--- src/hw/rtl/cfd_pkg.sv ---
// Shared types, codes and the bytewise CRC-32 function of the frame decoder.
// No dependencies; used by every module of the block.
`timescale 1ns / 1ps

package cfd_pkg;

	localparam logic [31:0] CRC_POLY = 32'hEDB88320;
	localparam logic [31:0] CRC_INIT = 32'hFFFFFFFF;
	// header (14) plus trailing CRC (4)
	localparam logic [31:0] FRAME_OVERHEAD = 32'd18;
	localparam logic [24:0] VERSION_END_BYTES = 25'd5;
	localparam logic [24:0] TYPE_END_BYTES = 25'd6;
	localparam logic [24:0] LENGTH_END_BYTES = 25'd10;
	localparam logic [1:0] LAST_SECTION_IDX = 2'd3;

	localparam int QDEPTH = 4;
	localparam int QPTR_W = $clog2(QDEPTH);

	typedef enum logic [2:0] {
		PH_MAGIC,
		PH_VERSION,
		PH_TYPE,
		PH_LENGTH,
		PH_RESERVED,
		PH_PAYLOAD,
		PH_CRC
	} phase_t;

	typedef enum logic [1:0] {
		KIND_HEADER,
		KIND_PAYLOAD,
		KIND_END
	} kind_t;

	typedef enum logic [2:0] {
		ST_OK,
		ST_BAD_MAGIC,
		ST_BAD_VERSION,
		ST_BAD_TYPE,
		ST_OVERSIZED,
		ST_CRC_MISMATCH
	} status_t;

	typedef enum logic [2:0] {
		REG_MAGIC_WORD,
		REG_EXPECTED_VERSION,
		REG_TYPE_MIN,
		REG_TYPE_MAX,
		REG_MAX_PAYLOAD
	} reg_index_t;

	typedef struct packed {
		logic [31:0] magic_word;
		logic [7:0]  expected_version;
		logic [7:0]  type_min;
		logic [7:0]  type_max;
		logic [23:0] max_payload;
	} cfg_t;

	typedef struct packed {
		kind_t       kind;
		logic [7:0]  data;
		logic [7:0]  msg_type;
		logic [7:0]  version;
		status_t     status;
		logic [24:0] frame_bytes;
	} res_t;

	// Reflected CRC-32, one byte: eight shift/xor steps on a 32-bit word.
	function automatic logic [31:0] crc_byte(input logic [31:0] crc, input logic [7:0] b);
		logic [31:0] c;
		c = crc ^ {24'd0, b};
		for (int i = 0; i < 8; i++) begin
			c = c[0] ? ((c >> 1) ^ CRC_POLY) : (c >> 1);
		end
		return c;
	endfunction

endpackage

--- src/hw/rtl/cfd_front.sv ---
// Front end: frame parser, header checks and running CRC, one byte per transaction.
// Produces at most one result item per byte. Depends on cfd_pkg.
`timescale 1ns / 1ps

module cfd_front #(
	parameter int LENGTH_BITS = 24
) (
	input  logic            clk,
	input  logic            arst_n,
	input  logic            take,
	input  logic [7:0]      in_byte,
	input  cfd_pkg::cfg_t   cfg,
	output logic            push,
	output cfd_pkg::res_t   item
);
	import cfd_pkg::*;

	phase_t                   phase_q, phase_d;
	logic [1:0]               idx_q;
	logic [LENGTH_BITS-1:0]   len_q;
	logic                     high_q;
	logic [LENGTH_BITS-1:0]   rem_q;
	logic [31:0]              crc_q;
	logic [31:0]              crcrx_q;
	logic [7:0]               type_q;
	logic [7:0]               ver_q;

	logic [31:0]              crc_nx;
	logic [7:0]               magic_byte;
	logic [31:0]              part;
	logic [LENGTH_BITS-1:0]   len_nx;
	logic                     high_nx;
	logic                     oversize;
	logic [31:0]              crcrx_nx;
	logic                     type_ok;
	logic                     finish;

	assign crc_nx     = crc_byte(crc_q, in_byte);
	assign magic_byte = cfg.magic_word[{idx_q, 3'b000} +: 8];
	assign part       = {24'd0, in_byte} << {idx_q, 3'b000};
	assign len_nx     = len_q | part[LENGTH_BITS-1:0];
	// any set bit at or above LENGTH_BITS makes the frame oversized
	assign high_nx    = high_q | ((part >> LENGTH_BITS) != 32'd0);
	assign oversize   = high_nx || (32'(len_nx) > {8'd0, cfg.max_payload});
	assign crcrx_nx   = crcrx_q | part;
	assign type_ok    = (in_byte >= cfg.type_min) && (in_byte <= cfg.type_max);

	// next phase
	always_comb begin
		phase_d = phase_q;
		case (phase_q)
			PH_MAGIC: begin
				if (in_byte == magic_byte && idx_q == LAST_SECTION_IDX)
					phase_d = PH_VERSION;
			end
			PH_VERSION: begin
				phase_d = (in_byte == cfg.expected_version) ? PH_TYPE : PH_MAGIC;
			end
			PH_TYPE: begin
				phase_d = type_ok ? PH_LENGTH : PH_MAGIC;
			end
			PH_LENGTH: begin
				if (idx_q == LAST_SECTION_IDX)
					phase_d = oversize ? PH_MAGIC : PH_RESERVED;
			end
			PH_RESERVED: begin
				if (idx_q == LAST_SECTION_IDX)
					phase_d = (len_q == '0) ? PH_CRC : PH_PAYLOAD;
			end
			PH_PAYLOAD: begin
				if (rem_q == LENGTH_BITS'(1))
					phase_d = PH_CRC;
			end
			PH_CRC: begin
				if (idx_q == LAST_SECTION_IDX)
					phase_d = PH_MAGIC;
			end
			default: phase_d = PH_MAGIC;
		endcase
	end

	// result item
	always_comb begin
		push             = 1'b0;
		item.kind        = KIND_HEADER;
		item.data        = 8'd0;
		item.msg_type    = type_q;
		item.version     = ver_q;
		item.status      = ST_OK;
		item.frame_bytes = 25'd0;
		case (phase_q)
			PH_MAGIC: begin
				if (in_byte != magic_byte) begin
					push             = 1'b1;
					item.kind        = KIND_END;
					item.status      = ST_BAD_MAGIC;
					item.frame_bytes = 25'(idx_q) + 25'd1;
				end
			end
			PH_VERSION: begin
				item.version = in_byte;
				if (in_byte != cfg.expected_version) begin
					push             = 1'b1;
					item.kind        = KIND_END;
					item.status      = ST_BAD_VERSION;
					item.frame_bytes = VERSION_END_BYTES;
				end
			end
			PH_TYPE: begin
				item.msg_type = in_byte;
				if (!type_ok) begin
					push             = 1'b1;
					item.kind        = KIND_END;
					item.status      = ST_BAD_TYPE;
					item.frame_bytes = TYPE_END_BYTES;
				end
			end
			PH_LENGTH: begin
				if (idx_q == LAST_SECTION_IDX && oversize) begin
					push             = 1'b1;
					item.kind        = KIND_END;
					item.status      = ST_OVERSIZED;
					item.frame_bytes = LENGTH_END_BYTES;
				end
			end
			PH_RESERVED: begin
				push = (idx_q == LAST_SECTION_IDX);
			end
			PH_PAYLOAD: begin
				push      = 1'b1;
				item.kind = KIND_PAYLOAD;
				item.data = in_byte;
			end
			PH_CRC: begin
				if (idx_q == LAST_SECTION_IDX) begin
					push             = 1'b1;
					item.kind        = KIND_END;
					item.status      = (crcrx_nx == ~crc_q) ? ST_OK : ST_CRC_MISMATCH;
					item.frame_bytes = 25'(32'(len_q) + FRAME_OVERHEAD);
				end
			end
			default: push = 1'b0;
		endcase
		push = push & take;
	end

	assign finish = push && (item.kind == KIND_END);

	always_ff @(posedge clk or negedge arst_n) begin
		if (!arst_n) begin
			phase_q <= PH_MAGIC;
			idx_q   <= 2'd0;
			len_q   <= '0;
			high_q  <= 1'b0;
			rem_q   <= '0;
			crc_q   <= CRC_INIT;
			crcrx_q <= 32'd0;
			type_q  <= 8'd0;
			ver_q   <= 8'd0;
		end else if (take) begin
			if (finish) begin
				phase_q <= PH_MAGIC;
				idx_q   <= 2'd0;
				len_q   <= '0;
				high_q  <= 1'b0;
				rem_q   <= '0;
				crc_q   <= CRC_INIT;
				crcrx_q <= 32'd0;
				type_q  <= 8'd0;
				ver_q   <= 8'd0;
			end else begin
				phase_q <= phase_d;
				idx_q   <= (phase_d != phase_q) ? 2'd0 : idx_q + 2'd1;
				if (phase_q != PH_CRC)
					crc_q <= crc_nx;
				case (phase_q)
					PH_VERSION:  ver_q   <= in_byte;
					PH_TYPE:     type_q  <= in_byte;
					PH_LENGTH: begin
						len_q  <= len_nx;
						high_q <= high_nx;
					end
					PH_RESERVED: rem_q   <= len_q;
					PH_PAYLOAD:  rem_q   <= rem_q - LENGTH_BITS'(1);
					PH_CRC:      crcrx_q <= crcrx_nx;
					default:     ;
				endcase
			end
		end
	end

endmodule

--- src/hw/rtl/cfd_queue.sv ---
// Short result queue between parser and output stage.
// Register-based FIFO of result items. Depends on cfd_pkg.
`timescale 1ns / 1ps

module cfd_queue (
	input  logic            clk,
	input  logic            arst_n,
	input  logic            push,
	input  cfd_pkg::res_t   push_item,
	input  logic            pop,
	output cfd_pkg::res_t   head,
	output logic            empty,
	output logic            full
);
	import cfd_pkg::*;

	res_t               slot_q [QDEPTH];
	logic [QPTR_W-1:0]  wr_q;
	logic [QPTR_W-1:0]  rd_q;
	logic [QPTR_W:0]    cnt_q;

	assign empty = (cnt_q == '0);
	assign full  = (cnt_q == (QPTR_W+1)'(QDEPTH));
	assign head  = slot_q[rd_q];

	always_ff @(posedge clk) begin
		if (push)
			slot_q[wr_q] <= push_item;
	end

	always_ff @(posedge clk or negedge arst_n) begin
		if (!arst_n) begin
			wr_q  <= '0;
			rd_q  <= '0;
			cnt_q <= '0;
		end else begin
			if (push)
				wr_q <= wr_q + QPTR_W'(1);
			if (pop)
				rd_q <= rd_q + QPTR_W'(1);
			case ({push, pop})
				2'b10:   cnt_q <= cnt_q + (QPTR_W+1)'(1);
				2'b01:   cnt_q <= cnt_q - (QPTR_W+1)'(1);
				default: cnt_q <= cnt_q;
			endcase
		end
	end

endmodule

--- src/hw/rtl/cfd_back.sv ---
// Back end: output register that drains the result queue onto the master stream.
// Packs result items into tdata/tuser/tlast. Depends on cfd_pkg.
`timescale 1ns / 1ps

module cfd_back (
	input  logic            clk,
	input  logic            arst_n,
	input  cfd_pkg::res_t   head,
	input  logic            empty,
	output logic            pop,
	output logic            m_axis_tvalid,
	input  logic            m_axis_tready,
	output logic [55:0]     m_axis_tdata,
	output logic [1:0]      m_axis_tuser,
	output logic            m_axis_tlast
);
	import cfd_pkg::*;

	logic  out_valid_q;
	res_t  out_q;

	assign pop = !empty && (!out_valid_q || m_axis_tready);

	always_ff @(posedge clk or negedge arst_n) begin
		if (!arst_n)
			out_valid_q <= 1'b0;
		else if (!out_valid_q || m_axis_tready)
			out_valid_q <= !empty;
	end

	always_ff @(posedge clk) begin
		if (pop)
			out_q <= head;
	end

	assign m_axis_tvalid = out_valid_q;
	assign m_axis_tdata  = {4'd0, out_q.frame_bytes, out_q.status, out_q.version,
		out_q.msg_type, out_q.data};
	assign m_axis_tuser  = out_q.kind;
	assign m_axis_tlast  = (out_q.kind == KIND_END);

endmodule

--- src/hw/rtl/crc_checked_frame_decoder.sv ---
// Top level of the CRC-32 checked frame decoder: config registers, parser,
// result queue and output stage. Depends on cfd_pkg, cfd_front, cfd_queue, cfd_back.
// Throughput: one byte per cycle while the result queue is not full; the CRC update is combinational.
// Each result is registered in a queue slot and then in the output register before the master stream.
// Reset (arst_n low, asynchronous) returns the parser to magic search, empties the
// queue and loads the register defaults; no clearing pass is needed.
`timescale 1ns / 1ps

module crc_checked_frame_decoder #(
	parameter int LENGTH_BITS = 24
) (
	input  logic        clk,
	input  logic        arst_n,
	input  logic        s_axis_tvalid,
	output logic        s_axis_tready,
	input  logic [7:0]  s_axis_tdata,   // [7:0] in_byte
	output logic        m_axis_tvalid,
	input  logic        m_axis_tready,
	// [7:0] out_byte, [15:8] msg_type, [23:16] version, [26:24] status,
	// [51:27] frame_bytes, [55:52] zero
	output logic [55:0] m_axis_tdata,
	output logic [1:0]  m_axis_tuser,   // [1:0] out_kind
	output logic        m_axis_tlast,
	input  logic        cfg_we,
	input  logic [2:0]  cfg_index,
	input  logic [31:0] cfg_data
);
	import cfd_pkg::*;

	cfg_t  cfg_q;
	logic  take;
	logic  push;
	res_t  push_item;
	res_t  head;
	logic  empty;
	logic  full;
	logic  pop;

	always_ff @(posedge clk or negedge arst_n) begin
		if (!arst_n) begin
			cfg_q.magic_word       <= 32'd0;
			cfg_q.expected_version <= 8'd1;
			cfg_q.type_min         <= 8'd0;
			cfg_q.type_max         <= 8'd255;
			cfg_q.max_payload      <= 24'd65536;
		end else if (cfg_we) begin
			case (reg_index_t'(cfg_index))
				REG_MAGIC_WORD:       cfg_q.magic_word       <= cfg_data;
				REG_EXPECTED_VERSION: cfg_q.expected_version <= cfg_data[7:0];
				REG_TYPE_MIN:         cfg_q.type_min         <= cfg_data[7:0];
				REG_TYPE_MAX:         cfg_q.type_max         <= cfg_data[7:0];
				REG_MAX_PAYLOAD:      cfg_q.max_payload      <= cfg_data[23:0];
				default:              ;
			endcase
		end
	end

	assign s_axis_tready = !full;
	assign take          = s_axis_tvalid && s_axis_tready;

	cfd_front #(
		.LENGTH_BITS(LENGTH_BITS)
	) u_front (
		.clk     (clk),
		.arst_n  (arst_n),
		.take    (take),
		.in_byte (s_axis_tdata),
		.cfg     (cfg_q),
		.push    (push),
		.item    (push_item)
	);

	cfd_queue u_queue (
		.clk       (clk),
		.arst_n    (arst_n),
		.push      (push),
		.push_item (push_item),
		.pop       (pop),
		.head      (head),
		.empty     (empty),
		.full      (full)
	);

	cfd_back u_back (
		.clk           (clk),
		.arst_n        (arst_n),
		.head          (head),
		.empty         (empty),
		.pop           (pop),
		.m_axis_tvalid (m_axis_tvalid),
		.m_axis_tready (m_axis_tready),
		.m_axis_tdata  (m_axis_tdata),
		.m_axis_tuser  (m_axis_tuser),
		.m_axis_tlast  (m_axis_tlast)
	);

endmodule

--- config.mk ---
export PLATFORM = sky130hd
export DESIGN_NAME = crc_checked_frame_decoder
export DESIGN_NICKNAME = d
export VERILOG_FILES = /design/src/hw/rtl/cfd_pkg.sv /design/src/hw/rtl/cfd_front.sv /design/src/hw/rtl/cfd_queue.sv /design/src/hw/rtl/cfd_back.sv /design/src/hw/rtl/crc_checked_frame_decoder.sv
export SDC_FILE = /design/constraint.sdc
export NUM_CORES = 1
export LEC_CHECK = 0
export BUFFER_PORTS_ARGS = -buffer_cell sky130_fd_sc_hd__buf_2
export CELL_PAD_IN_SITES_DETAIL_PLACEMENT = 1
export CELL_PAD_IN_SITES_GLOBAL_PLACEMENT = 2
export CORE_MARGIN = 3
export CORE_UTILIZATION = 30
export DETAILED_ROUTE_END_ITERATION = 7
export PLACE_DENSITY_LB_ADDON = 0.1
export RECOVER_POWER = 25
export SETUP_SLACK_MARGIN = 0.3
export SLEW_MARGIN = 5
export SYNTH_ARGS = -nofsm -noshare
export SYNTH_HDL_FRONTEND = slang
export SYNTH_HIERARCHICAL = 1
export SYNTH_SLANG_ARGS = --single-unit
--- constraint.sdc ---
create_clock -name clk -period 6.58 [get_ports clk]
set_input_delay 1.316 -clock clk [delete_from_list [all_inputs] [get_ports clk]]
set_output_delay 1.316 -clock clk [all_outputs]
set_load 0.03 [all_outputs]
# Word level (Yosys, flattened, before mapping)
# Memory sizes are Yosys's and may differ from the RTL's. A register that Yosys moved wholly into a read port is not among the register bits.
# Cells that the tools add are included.
word_totals:
  memories: 1
  register_bits: 222
  ram_bits: 216
  out_inout_bits: 61
  wordCells: 158
  input_bits: 48
op_classes:
  n_eq_ne: 24
  shifts: 2
  n_lt_le_gt_ge: 3
  n_bitwise: 14
  muxes: 58
  n_reduce_logical: 30
  n_addsub: 8
memory_table:
  columns: ["name", "words", "word_bits", "read_ports", "rd_clocked_by_memory_dff", "write_ports", "line_no", "text"]
  rows:
  - ["u_queue.slot_q", 4, 54, 1, 1, 1, "cfd_queue.sv:17", "res_t slot_q [QDEPTH];"]
op_table:
  columns: ["operator", "count"]
  rows:
  - ["32-bit 2-to-1 mux", 12]
  - ["28-bit case mux with 5 select lines", 1]
  - ["13-bit NOT with 14-bit output", 8]
  - ["24-bit 2-to-1 mux", 3]
  - ["28-bit 2-to-1 mux", 2]
  - ["27-bit 2-to-1 mux", 2]
  - ["24-bit case mux with 2 select lines", 1]
  - ["8-bit 2-to-1 mux", 5]
  - ["32-bit equality test", 1]
  - ["32-bit NOT", 1]
  - ["32-bit OR", 1]
  - ["32-bit nonzero test", 1]
  - ["32-bit by 6-bit variable part select with 8-bit output", 1]
  - ["8-bit by 5-bit << shifter with 32-bit output", 1]
  - ["32-bit by 8-bit XOR with 32-bit output", 1]
  - ["26-bit 2-to-1 mux", 1]
  - ["24-bit by 5-bit adder with 25-bit output (second input constant)", 1]
  - ["24-bit by 1-bit equality test with 1-bit output (second input constant)", 1]
  - ["24-bit greater-than comparator", 1]
  - ["24-bit zero test", 1]
  - ["3-bit 2-to-1 mux", 8]
  - ["24-bit OR", 1]
  - ["24-bit by 1-bit subtractor with 24-bit output (second input constant)", 1]
  - ["3-bit case mux with 7 select lines", 1]
  - ["29 further kinds", 82]

# Depth between registers and ports, before layout
# Gate-level depths: netlist (run 1).
depth:
  ltp_word: 19
  ltp_mapped: 21
  depth_no_buf: 17

# By module
# Netlist (run 1), hierarchy kept.
by_module_without_submodules:
  columns: ["mod", "n_inst", "cells_each", "seq_area_each_um2", "area_each_um2"]
  rows:
  - ["cfd_front", 1, 1110, 3393.3, 9719.3]
  - ["cfd_queue", 1, 319, 6661.4, 8190.4]
  - ["crc_checked_frame_decoder", 1, 175, 2014.4, 3143.0]
  - ["cfd_back", 1, 65, 1646.6, 1711.6]

# Least setup slack after synthesis (run 1)
# Ideal clock, no wire load.
synth_path:
  path_type: "input to register"
  startpoint: "input port s_axis_tdata[6]"
  endpoint: "memory u_queue/slot_q[0][0] (netlist bit) (enable)"
  slack_ns: 1.125
  arrival_time_ns: 5.038
  path_stages: 11
  path_buffers: 2
  setup_time_ns: 0.417
  required_ns: 6.163
  path_cell_list: "buf_1 > clkbuf_1 > a21o_1 > ha_1 > nand4_1 > nor4_1 > a21boi_0 > a21boi_0 > o31ai_4 > a31oi_1 > and2_1"
synth_between:
  elab_chain_len: 10
  word_cells_on_any_way: 20
  cone_classes: "order compare: 3; eq/ne: 2; shift: 1; mux: 7; bitwise: 3; reduce/logical: 4"
synth_lines:
  columns: ["element", "line_no", "text"]
  rows:
  - ["from (decl)", "crc_checked_frame_decoder.sv:16", "input logic [7:0] s_axis_tdata,"]
  - ["8-bit by 5-bit << shifter with 32-bit output", "cfd_front.sv:40", "assign part = {24'd0, in_byte} << {idx_q, 3'b000};"]
  - ["24-bit OR or 32-bit nonzero test (tied branches)", "cfd_front.sv:41, cfd_front.sv:43", null]
  - ["24-bit greater-than comparator or 1-bit OR (tied branches)", "cfd_front.sv:44, cfd_front.sv:43", null]
  - ["1-bit logical OR", "cfd_front.sv:44", "assign oversize = high_nx || (32'(len_nx) > {8'd0, cfg.max_payload});"]
  - ["1-bit logical AND", "cfd_front.sv:119", "if (idx_q == LAST_SECTION_IDX && oversize) begin"]
  - ["1-bit 2-to-1 mux", "cfd_front.sv:119", null]
  - ["1-bit case mux with 7 select lines *", "cfd_front.sv:91", "case (phase_q)"]
  - ["1-bit bitwise AND *", "cfd_front.sv:144", "push = push & take;"]
  - ["net push", "crc_checked_frame_decoder.sv:32", "logic push;"]
  - ["1-bit 2-to-1 mux *", "cfd_queue.sv:27", "if (push)"]
  - ["1-bit 2-to-1 mux (not written as such) *", "cfd_queue.sv:28", "slot_q[wr_q] <= push_item;"]
  - ["to (decl)", "cfd_queue.sv:17", null]
# The timed path passes the listed nets; every way through them passes the cells marked *.

# Worst setup path after layout (run 1)
layout_path:
  startpoint: "register u_front.idx_q[0]"
  endpoint: "memory u_queue/slot_q[1][26] (netlist bit) (enable)"
layout_between:
  elab_chain_len: 10
  word_cells_on_any_way: 17
  cone_classes: "order compare: 1; eq/ne: 2; shift: 2; mux: 6; bitwise: 3; reduce/logical: 3"
layout_lines:
  columns: ["element", "line_no", "text"]
  rows:
  - ["from (decl)", "cfd_front.sv:19", "logic [1:0] idx_q;"]
  - ["from (signal assigned)", "cfd_front.sv:173", "idx_q <= (phase_d != phase_q) ? 2'd0 : idx_q + 2'd1;"]
  - ["8-bit by 5-bit << shifter with 32-bit output", "cfd_front.sv:40", null]
  - ["24-bit OR or 32-bit nonzero test (tied branches)", "cfd_front.sv:41, cfd_front.sv:43", null]
  - ["24-bit greater-than comparator or 1-bit OR (tied branches)", "cfd_front.sv:44, cfd_front.sv:43", null]
  - ["1-bit logical OR", "cfd_front.sv:44", null]
  - ["1-bit logical AND", "cfd_front.sv:119", null]
  - ["1-bit 2-to-1 mux", "cfd_front.sv:119", null]
  - ["1-bit case mux with 7 select lines *", "cfd_front.sv:91", null]
  - ["1-bit bitwise AND *", "cfd_front.sv:144", null]
  - ["net push", "crc_checked_frame_decoder.sv:32", null]
  - ["1-bit 2-to-1 mux *", "cfd_queue.sv:27", null]
  - ["1-bit 2-to-1 mux (not written as such) *", "cfd_queue.sv:28", null]
# Marked as above.

==> results of run 1 <==
==> logic make-up (layout without fill, tap and decap cells) <==
family / after synthesis / count (layout) / synth area share
AND/OR/NAND/NOR: 338 / 338 / 0.0740
AO/OA/AOI/OAI: 309 / 309 / 0.0916
other: 1 / 4 / 0.000165
XOR/XNOR: 140 / 140 / 0.0539
flip-flops: 492 / 492 / 0.603
adder cells (fa/ha/maj): 50 / 50 / 0.0278
multiplexers: 162 / 162 / 0.114
buffers and inverters: 177 / 309 / 0.0362
==> area by class of cell <==
class,count,area [µm²]
Clock buffer,75,1530
Tap cell,969,1210
Multi-Input combinational cell,1003,8200
Inverter,66,248
Fill cell,7863,48800
Clock inverter,30,343
Sequential cell,492,13700
Timing Repair Buffer,138,797
==> worst max-delay path, stage by stage, from the launching register on <==
cell	delay (ns)
dfrtp_1	0.43
buf_4	0.25
nor2b_2	0.71
a21o_1	0.22
ha_1	0.15
nand4_1	0.18
nor4_1	0.45
a21boi_0	0.21
a21boi_0	0.42
o31ai_4	0.18
a31oi_1	0.56
and2_2	0.58
buf_12	0.31
==> state kept, by name, summed over array words and instances, names as in the netlist, 24 cells and up <==
name	flops
cfg_q	80
u_back/m_axis_tdata	52
u_front/crc_q	32
u_front/crcrx_q	32
u_front/len_q	24
u_front/rem_q	24
u_queue/slot_q	216
==> layer usage <==
metal	track usage	vias up
met5	0	-
met1	0.239	7351
met3	0.0253	73
met2	0.270	242
li1	-	6381
met4	0.0362	0
==> through the flow <==
step | utilization | cell area (µm²)
global placement | 0.325 | 24300
CTS | 0.350 | 26200
global route | 0.348 | 26100
floorplan | - | 22800
detailed placement | 0.325 | 24300
finish | 0.348 | 26100
==> power by group through the flow <==
stage | clock (W) | combinational, W | sequential (W)
floorplan | 0 | 0.00331 | 0.00511
global placement | 0 | 0.00480 | 0.00510
detailed placement | 0 | 0.00484 | 0.00513
CTS | 0.00330 | 0.00487 | 0.00507
global route | 0.00342 | 0.00523 | 0.00516
finish | 0.00318 | 0.00476 | 0.00504
==> synth_stat cells, types with 5 or more instances <==
cell type / count
and2_1: 9
buf_4: 5
a211oi_1: 5
mux4_2: 62
buf_6: 16
dfrtp_1: 180
or3_1: 14
buf_1: 10
edfxtp_1: 270
xnor2_1: 111
nand4_1: 28
mux2_2: 74
a21oi_1: 80
a31oi_1: 51
a21o_1: 29
a221o_1: 5
o2bb2ai_1: 27
nor4_1: 17
and3_1: 11
nor3_1: 17
mux2_4: 20
o22a_1: 33
nand2_1: 65
nor2b_1: 12
inv_1: 65
nand3_1: 22
buf_2: 16
ha_1: 49
dfstp_2: 42
clkbuf_1: 64
o21ai_0: 46
nand4b_1: 9
xor2_1: 29
nor2_1: 115
==> worst paths after layout <==
path / from / end / slack, ns
max: u_front/idx_q[0] / u_queue/slot_q[1][26] / 1.55
min: u_front/ver_q[1] / u_front/ver_q[1] / 0.49
max reg2reg: u_front/idx_q[0] / u_queue/slot_q[1][26] / 1.55
min reg2reg: u_front/ver_q[1] / u_front/ver_q[1] / 0.49
max in group asynchronous: arst_n / cfg_q[58] / 2.18
min in group asynchronous: arst_n / u_front/type_q[5] / 0.63
==> impl_metrics.toml, run 1 <==
[synth]
syn_area_per_cell_um2 = 13.6
yosys_most_used_dff = "edfxtp_1"
synth_seq_area_share = 0.603
yosys_register_bits = 492
netlist_area_before_placement_um2 = 22800
synthDominantAreaCellType = "edfxtp_1"
synth_edf_count = 270
synthTopCellsByArea = "edfxtp_1 36%, dfrtp_1 20%, mux4_2 6.1%, dfstp_2 4.8%, xnor2_1 4.3%"
post_synth_num_cell_types = 70
synth_top_area_frac = 0.356
yosysWarnings = 6
synthesis.instances = 1669
async_reset_ff_frac = 0.451

[finish]
finish.net_count = 1855
layout-drive-gt1-share = 0.223
flow.area_growth_from_synthesis_pct = 14.4
finalNonFillerCells = 2773
layout.cells.most_common_list = "270 x edfxtp_1, 179 x dfrtp_1, 113 x nor2_1, 111 x xnor2_1, 100 x buf_2"
num_antenna_cells = 0
most_frequent_standard_cell_in_the_layout_excluding_fill_and_tap_cells = "edfxtp_1"

[worst_setup_path]
critical_path.startpoint_type = "register"
worstPathRequired_ns = 6.88
critical_path.endpoint_type = "register"
critPathArrivalTime_ns = 5.33
worstSetupPathType = "reg2reg"
ff2ff_path_depth = 12
worstPathMaxFanout = 39

[detailed_routing]
dr_wl_met2_um = 31000
routed_wire_length_per_instance_um = 23.9
routedLengthMet1_um = 31600
route.final.wire_length_um = 66200
ant_nets = 0
dr.max_layer_used = "met4"
drt_first_pass_iters = 6
via_density_per_instance = 5.07
drt_iter0_drc = 854
dr_total_vias = 14000
drc = 0
detailroute.wirelength.met3_um = 2340

[power_and_ir_drop]
worst_ir_drop_vdd_uv = 184
power.share.sequential = 0.388
p_comb_frac = 0.367
power.static_leakage_nw = 9.90
power.net_switching_w = 0.00477
clock_power_share = 0.245
switching_share = 0.367
p_int_w = 0.00822
p_per_area_nw_per_um2 = 498
power_total_w = 0.0130

[timing]
report.final.hold_viol_count = 0
max_slew.worst_pin.slew_ns = 3.56
setup-tns-final_ns = 0
max_freq_mhz = 199
hold_slack_ns = 0.486
timing.final.crit_period_ns = 5.03
slew_headroom = -1.37
timing.clock.skew_ns = 0.0411
number_of_setup_violations_in_the_final_report = 0
fin_ws_ns = 1.55
finalCritPeriodShare = 0.765
timing.final.max_slew_violations = 201
rsz0062_at_grt = "no"

[worst_hold_path]
min_delay_path_depth = 1
min_path_type = "reg2reg"

[global_route]
pin_count_of_the_biggest_net_entering_global_routing = 80
grt.total_usage = 0.167
grt_pass1_wl_um = 100000
globalRouteOverflowTotal = 0
number_of_antenna_violations_at_the_first_check_in_global_routing = 0
number_of_global_route_vias_before_repair = 15000

[die]
chipWidth_um = 281
placementRows = 100
die-area_um2 = 79200
io-pin-count = 109
floorplan.die.height_um = 281
core_region_area_um2 = 74800
floorplan.initialDensity = 0.304

[place]
dp_hpwl_um = 43600
port_buffers = 104
placed_cells_incl_taps = 2668
placement.setup.worst_slack_ns = 0.898
gp_routability_congestion = 0.754

[clocking]
cts-hold-fix-buffers = 0
cts_root_cell = "clkbuf_16"
tritoncts = "built"
clock_latency_ns = 0.63
clk_pin_slew_ns = 0.06
post-cts-setup-buffer-count = 0
h_tree_level_count = 2
numCtsBuffers = 56
clockBufferDepth = 3
clock-sinks = 492
post_cts_resized = 0

[outcome]
violations = "max-capacitance violations, max-slew violations"
result_of_the_run = "complete, but fails checks"

[flow_run]
drv.max_cap_violation_count = 4
No activity file was read; power rests on OpenSTA's default activity.
==> run 2, diff against run 1 <==
- clock period: 6.58 -> 5.1 ns (I/O delays scaled with it)
==> run 2 against run 1 <==
Non-clock buffer count grew 37. Final cell count increased by 1.3%. Highest routed layer unchanged. Sequential power increased by 29%. Critical path type unchanged. Core utilization rose by 0.62 points. Worst setup slack worse by 0.83 ns. Critical path depth increased by 1. Sequential cell count is the same. Global-route usage is 0.24 points higher. The flow still finishes with violations (max-capacitance violations, max-slew violations). Worst hold slack got worse by 0.0032 ns. Register-to-register slack lost 0.83 ns.
==> impl_metrics.toml, run 2 (synthesized netlist as in run 1, its figures left out) <==
[worst_setup_path]
worst_r2r_start = "u_front/idx_q[1]"
worstSetupPathType = "reg2reg"
worstPathRequired_ns = 5.42
setup_crit_start = "u_front/idx_q[1]"
regToRegEndpoint = "u_queue/slot_q[2][31]"
critPathArrivalTime_ns = 4.70
ff2ff_path_depth = 13
critical_path.endpoint_type = "register"
critical_path.startpoint_type = "register"
worstPathMaxFanout = 26
reg2reg_setup_slack_ns = 0.72

[timing]
timing.final.max_slew_violations = 148
timing.clock.skew_ns = 0.0428
number_of_setup_violations_in_the_final_report = 0
rsz0062_at_grt = "no"
report.final.hold_viol_count = 0
timing.final.crit_period_ns = 4.38
max_slew.worst_pin.slew_ns = 2.72
slew_headroom = -0.812
max_freq_mhz = 228
finalCritPeriodShare = 0.859
setup-tns-final_ns = 0

[global_route]
pin_count_of_the_biggest_net_entering_global_routing = 100
grt.total_usage = 0.170
number_of_antenna_violations_at_the_first_check_in_global_routing = 1
number_of_global_route_vias_before_repair = 15400
globalRouteOverflowTotal = 0
grt_pass1_wl_um = 101000

[place]
gp_routability_congestion = 0.779
dp_hpwl_um = 45100
port_buffers = 104

[clocking]
h_tree_level_count = 2
cts-hold-fix-buffers = 0
clock-sinks = 492
clk_pin_slew_ns = 0.06
clockBufferDepth = 3
clock_latency_ns = 0.64
numCtsBuffers = 57
post_cts_resized = 0
post-cts-setup-buffer-count = 0
tritoncts = "built"
cts_root_cell = "clkbuf_16"

[die]
chipWidth_um = 281
floorplan.initialDensity = 0.304
io-pin-count = 109
core_region_area_um2 = 74800
die-area_um2 = 79200
placementRows = 100
floorplan.die.height_um = 281

[finish]
finish.net_count = 1893
flip_flop_count_of_the_largest_register_all_copies_and_words_added = 216
flow.area_growth_from_synthesis_pct = 16.5
most_frequent_standard_cell_in_the_layout_excluding_fill_and_tap_cells = "edfxtp_1"
layout.cells.most_common_list = "270 x edfxtp_1, 178 x dfrtp_1, 113 x nor2_1, 111 x xnor2_1, 101 x buf_2"
layout-drive-gt1-share = 0.252
largest-register = "u_queue/slot_q"

[detailed_routing]
routed_wire_length_per_instance_um = 23.8
detailroute.wirelength.met3_um = 2240
via_density_per_instance = 5.09
drc = 0
drt_iter0_drc = 831
route.final.wire_length_um = 66900
drt_first_pass_iters = 5
dr.max_layer_used = "met4"
routedLengthMet1_um = 31700
dr_wl_met2_um = 31400
dr_total_vias = 14300
ant_nets = 0

[outcome]
violations = "max-capacitance violations, max-slew violations"
result_of_the_run = "complete, but fails checks"

[worst_hold_path]
holdPathEnd = "u_front/type_q[2]"
worst_hold_startpoint = "u_front/type_q[2]"
min_path_type = "reg2reg"
min_delay_path_depth = 1

[power_and_ir_drop]
p_per_area_nw_per_um2 = 644
worst_ir_drop_vdd_uv = 245
power_total_w = 0.0171
power.static_leakage_nw = 10.2

[flow_run]
drv.max_cap_violation_count = 3
==> run 2: changes by cell type in the layout (fill, tap and decap cells not counted), moves of 3 or more <==
cell,delta
clkinvlp_4,+4
mux2_2,+8
inv_6,+3
mux2_1,-8
bufinv_16,+3
clkbuf_1,-5
clkinv_1,-9
buf_4,+35
buf_12,+4
==> run 2: routing by layer <==
metal,global-route usage,up-vias
li1,-,6481
met1,0.238,7499
met2,0.278,233
met3,0.0234,80
met4,0.0425,0
met5,0,-
==> run 2: area by class of cell <==
cell class,count,area [µm²]
sequential,492,13700
fill,7797,48300
clock inverter,30,443
multi-input combinational,1003,8220
inverter,66,248
timing repair buffer,175,1130
tap,969,1210
clock buffer,74,1530
antenna,1,2.50
==> run 2: worst max-delay path by stage <==
stage	to	slack (ns)	cells past startpoint
6_report	u_queue/slot_q[2][31]	0.72	13
5_1_grt	cfg_q[1]	0.39	2
4_1_cts	u_queue/slot_q[2][43]	0.69	13
3_5_place_dp	u_queue/slot_q[2][34]	0.40	12
3_3_place_gp	u_queue/slot_q[2][36]	0.49	12
2_1_floorplan	u_queue/slot_q[0][0]	0.50	13
==> run 2: through the flow <==
| stage | hold WS, ns | area [µm²] | cells | setup slack, ns | util |
|---|---|---|---|---|---|
| after floorplan | 0.450 | 22800 | 1672 | 0.497 | - |
| after global placement | 0.464 | 24600 | 2705 | 0.493 | 0.329 |
| after detailed placement | 0.469 | 24600 | 2705 | 0.402 | 0.329 |
| after CTS | 0.460 | 26600 | 2809 | 0.695 | 0.356 |
| after global routing | 0.500 | 26500 | 2809 | 0.385 | 0.354 |
| final | 0.482 | 26500 | 2810 | 0.719 | 0.354 |
==> run 2: critical path, cell delays in order, from the launching register on <==
cell and delay [ns]:
dfrtp_1 0.44, buf_4 0.23, nor2b_2 0.53, a21o_1 0.22, ha_1 0.16, nand4_1 0.15
nor4_1 0.39, a21boi_0 0.22, a21boi_0 0.43, o31ai_4 0.18, a31oi_1 0.29, buf_4 0.21
and2_2 0.35, buf_12 0.25
==> run 2: report_power, final <==
part	internal (W)	total [W]	switching [W]
Combinational	0.00264	0.00626	0.00362
Clock	0.00258	0.00431	0.00173
Sequential	0.00565	0.00652	0.000868
Total	0.0109	0.0171	0.00621
==> run 3, diff against run 2 <==
- CORE_MARGIN: 3 -> unset
==> run 3 against run 2 <==
The run still ends with max-capacitance violations, max-slew violations left. Wire length shrank 1.7%. Non-clock buffer count shrank 8. Core utilization shrank 0.14 points. Sequential power is essentially flat. Die area shrank 2.8%. Register-to-register slack lost 0.11 ns. Cell area shrank 0.39%. Critical endpoint is now u_queue/cnt_q[2]. Largest power group unchanged. Highest routed layer unchanged.
==> impl_metrics.toml, run 3 (synthesized netlist as in run 1, its figures left out) <==
[detailed_routing]
drt_first_pass_iters = 4
drc = 0
routed_wire_length_per_instance_um = 23.4
via_density_per_instance = 5.04
dr_total_vias = 14100
drt_iter0_drc = 797
ant_nets = 0
route.final.wire_length_um = 65800

[worst_setup_path]
worst_r2r_start = "u_front/idx_q[1]"
critical-path-max-stage-delay_ns = 0.61
critical_path.endpoint_type = "register"
cell_breakdown_of_the_critical_path = "buf_4 -> nor2b_2 -> a21o_1 -> ha_1 -> a21oi_1 -> o21ai_0 -> a22oi_1 -> nand4_1 -> o31ai_4 -> a31oi_1 -> inv_1 -> ha_1 -> inv_1 -> fa_1 -> xor2_1 -> nor2_1 -> xor2_1"
regToRegEndpoint = "u_queue/cnt_q[2]"
reg2reg_setup_slack_ns = 0.61
critical_path.startpoint_type = "register"
worstPathRequired_ns = 5.65
critical_path.slowest_cell = "nor2b_2"
worstPathMaxFanout = 17
ff2ff_path_depth = 17
worstSetupPathType = "reg2reg"
critPathArrivalTime_ns = 5.04

[worst_hold_path]
min_delay_path_depth = 1
min_path_type = "reg2reg"
holdPathEnd = "cfg_q[72]"
worst_hold_startpoint = "cfg_q[72]"

[clocking]
cts-hold-fix-buffers = 0
clock-sinks = 492
post_cts_resized = 0
tritoncts = "built"
post-cts-setup-buffer-count = 0
clk_pin_slew_ns = 0.06
h_tree_level_count = 2
cts_root_cell = "clkbuf_16"
clockBufferDepth = 3
numCtsBuffers = 57
clock_latency_ns = 0.64

[global_route]
pin_count_of_the_biggest_net_entering_global_routing = 100
globalRouteOverflowTotal = 0
number_of_antenna_violations_at_the_first_check_in_global_routing = 2
grt.total_usage = 0.174
grt_pass1_wl_um = 101000
number_of_global_route_vias_before_repair = 15300

[finish]
flip_flop_count_of_the_largest_register_all_copies_and_words_added = 216
flow.area_growth_from_synthesis_pct = 16.0
layout-drive-gt1-share = 0.250
finish.net_count = 1885
most_frequent_standard_cell_in_the_layout_excluding_fill_and_tap_cells = "edfxtp_1"
layout.cells.most_common_list = "270 x edfxtp_1, 178 x dfrtp_1, 113 x nor2_1, 111 x xnor2_1, 102 x buf_2"
largest-register = "u_queue/slot_q"
multi_input_area_um2 = 8220
area_occupied_by_registers_um2 = 13700
n_fill_cell = 7852

[timing]
rsz0062_at_grt = "no"
timing.clock.skew_ns = 0.0617
report.final.hold_viol_count = 0
number_of_setup_violations_in_the_final_report = 0
max_slew.worst_pin.slew_ns = 3.14
timing.final.crit_period_ns = 4.49
finalCritPeriodShare = 0.880
slew_headroom = -1.09
timing.final.max_slew_violations = 246
max_freq_mhz = 223
setup-tns-final_ns = 0

[die]
die-area_um2 = 77000
placementRows = 100
floorplan.initialDensity = 0.304
floorplan.die.height_um = 277
io-pin-count = 109
chipWidth_um = 277
core_region_area_um2 = 74800

[power_and_ir_drop]
switching_share = 0.366
p_per_area_nw_per_um2 = 638
power.net_switching_w = 0.00616
p_comb_frac = 0.366
power.share.sequential = 0.389
worst_ir_drop_vdd_uv = 347
p_int_w = 0.0107
power.static_leakage_nw = 10.1
power_total_w = 0.0169
clock_power_share = 0.245

[outcome]
violations = "max-capacitance violations, max-slew violations"
result_of_the_run = "complete, but fails checks"

[place]
gp_routability_congestion = 0.778
dp_hpwl_um = 44200
port_buffers = 104

[flow_run]
drv.max_cap_violation_count = 5
==> run 3: per-layer routing <==
layer	part of all wire	vias up	GRT usage	routed length, µm
met1	0.47	7356	0.242	30700
met3	0.039	72	0.0272	2580
met5	0	-	0	0
met4	0.019	0	0.0450	1260
li1	-	6441	-	-
met2	0.48	261	0.282	31300
==> run 3: worst max-delay path, delay by kind of cell, from the launching register on <==
kind	cells	cell delay, ns
compound gates	6	1.47
buf+inv	3	0.45
xor+xnor	2	0.30
flops	1	0.44
simple gates	3	0.91
fa+ha+maj	3	0.82
==> run 3: power groups by stage <==
stage               registers (W)  logic [W]  clock network (W)
finish                    0.00655    0.00617            0.00413
detailed placement        0.00666    0.00631                  0
global placement          0.00662    0.00625                  0
floorplan                 0.00659    0.00427                  0
CTS                       0.00659    0.00634            0.00429
global route              0.00671    0.00678            0.00444
==> run 3: how the worst max path moves through the flow <==
stage | from | endpoint | slack (ns)
3_3_place_gp | s_axis_tdata[7] | u_queue/cnt_q[2] | 0.55
4_1_cts | u_front/idx_q[1] | u_queue/cnt_q[2] | 0.59
5_1_grt | u_front/idx_q[1] | u_queue/cnt_q[2] | 0.32
6_report | u_front/idx_q[1] | u_queue/cnt_q[2] | 0.61
2_1_floorplan | u_front/idx_q[1] | u_queue/slot_q[0][0] | 0.50
3_5_place_dp | s_axis_tdata[7] | u_queue/slot_q[1][7] | 0.44
==> run 3: area by class of cell <==
cell class / count / area share
Timing Repair Buffer: 167 / 0.0409
Clock buffer: 78 / 0.0608
Sequential cell: 492 / 0.520
Multi-Input combinational cell: 1003 / 0.311
Antenna cell: 1 / 0.0000948
Inverter: 66 / 0.00938
Clock inverter: 29 / 0.0118
Tap cell: 969 / 0.0459
==> run 3: through the flow <==
step	cell area (µm²)	hold WS (ns)	util	setup WS, ns	instances
finish	26400	0.485	0.353	0.609	2805
global route	26400	0.502	0.353	0.317	2804
CTS	26500	0.481	0.355	0.593	2804
detailed placement	24600	0.474	0.329	0.441	2697
global placement	24600	0.465	0.329	0.550	2697
floorplan	22800	0.450	-	0.497	1672
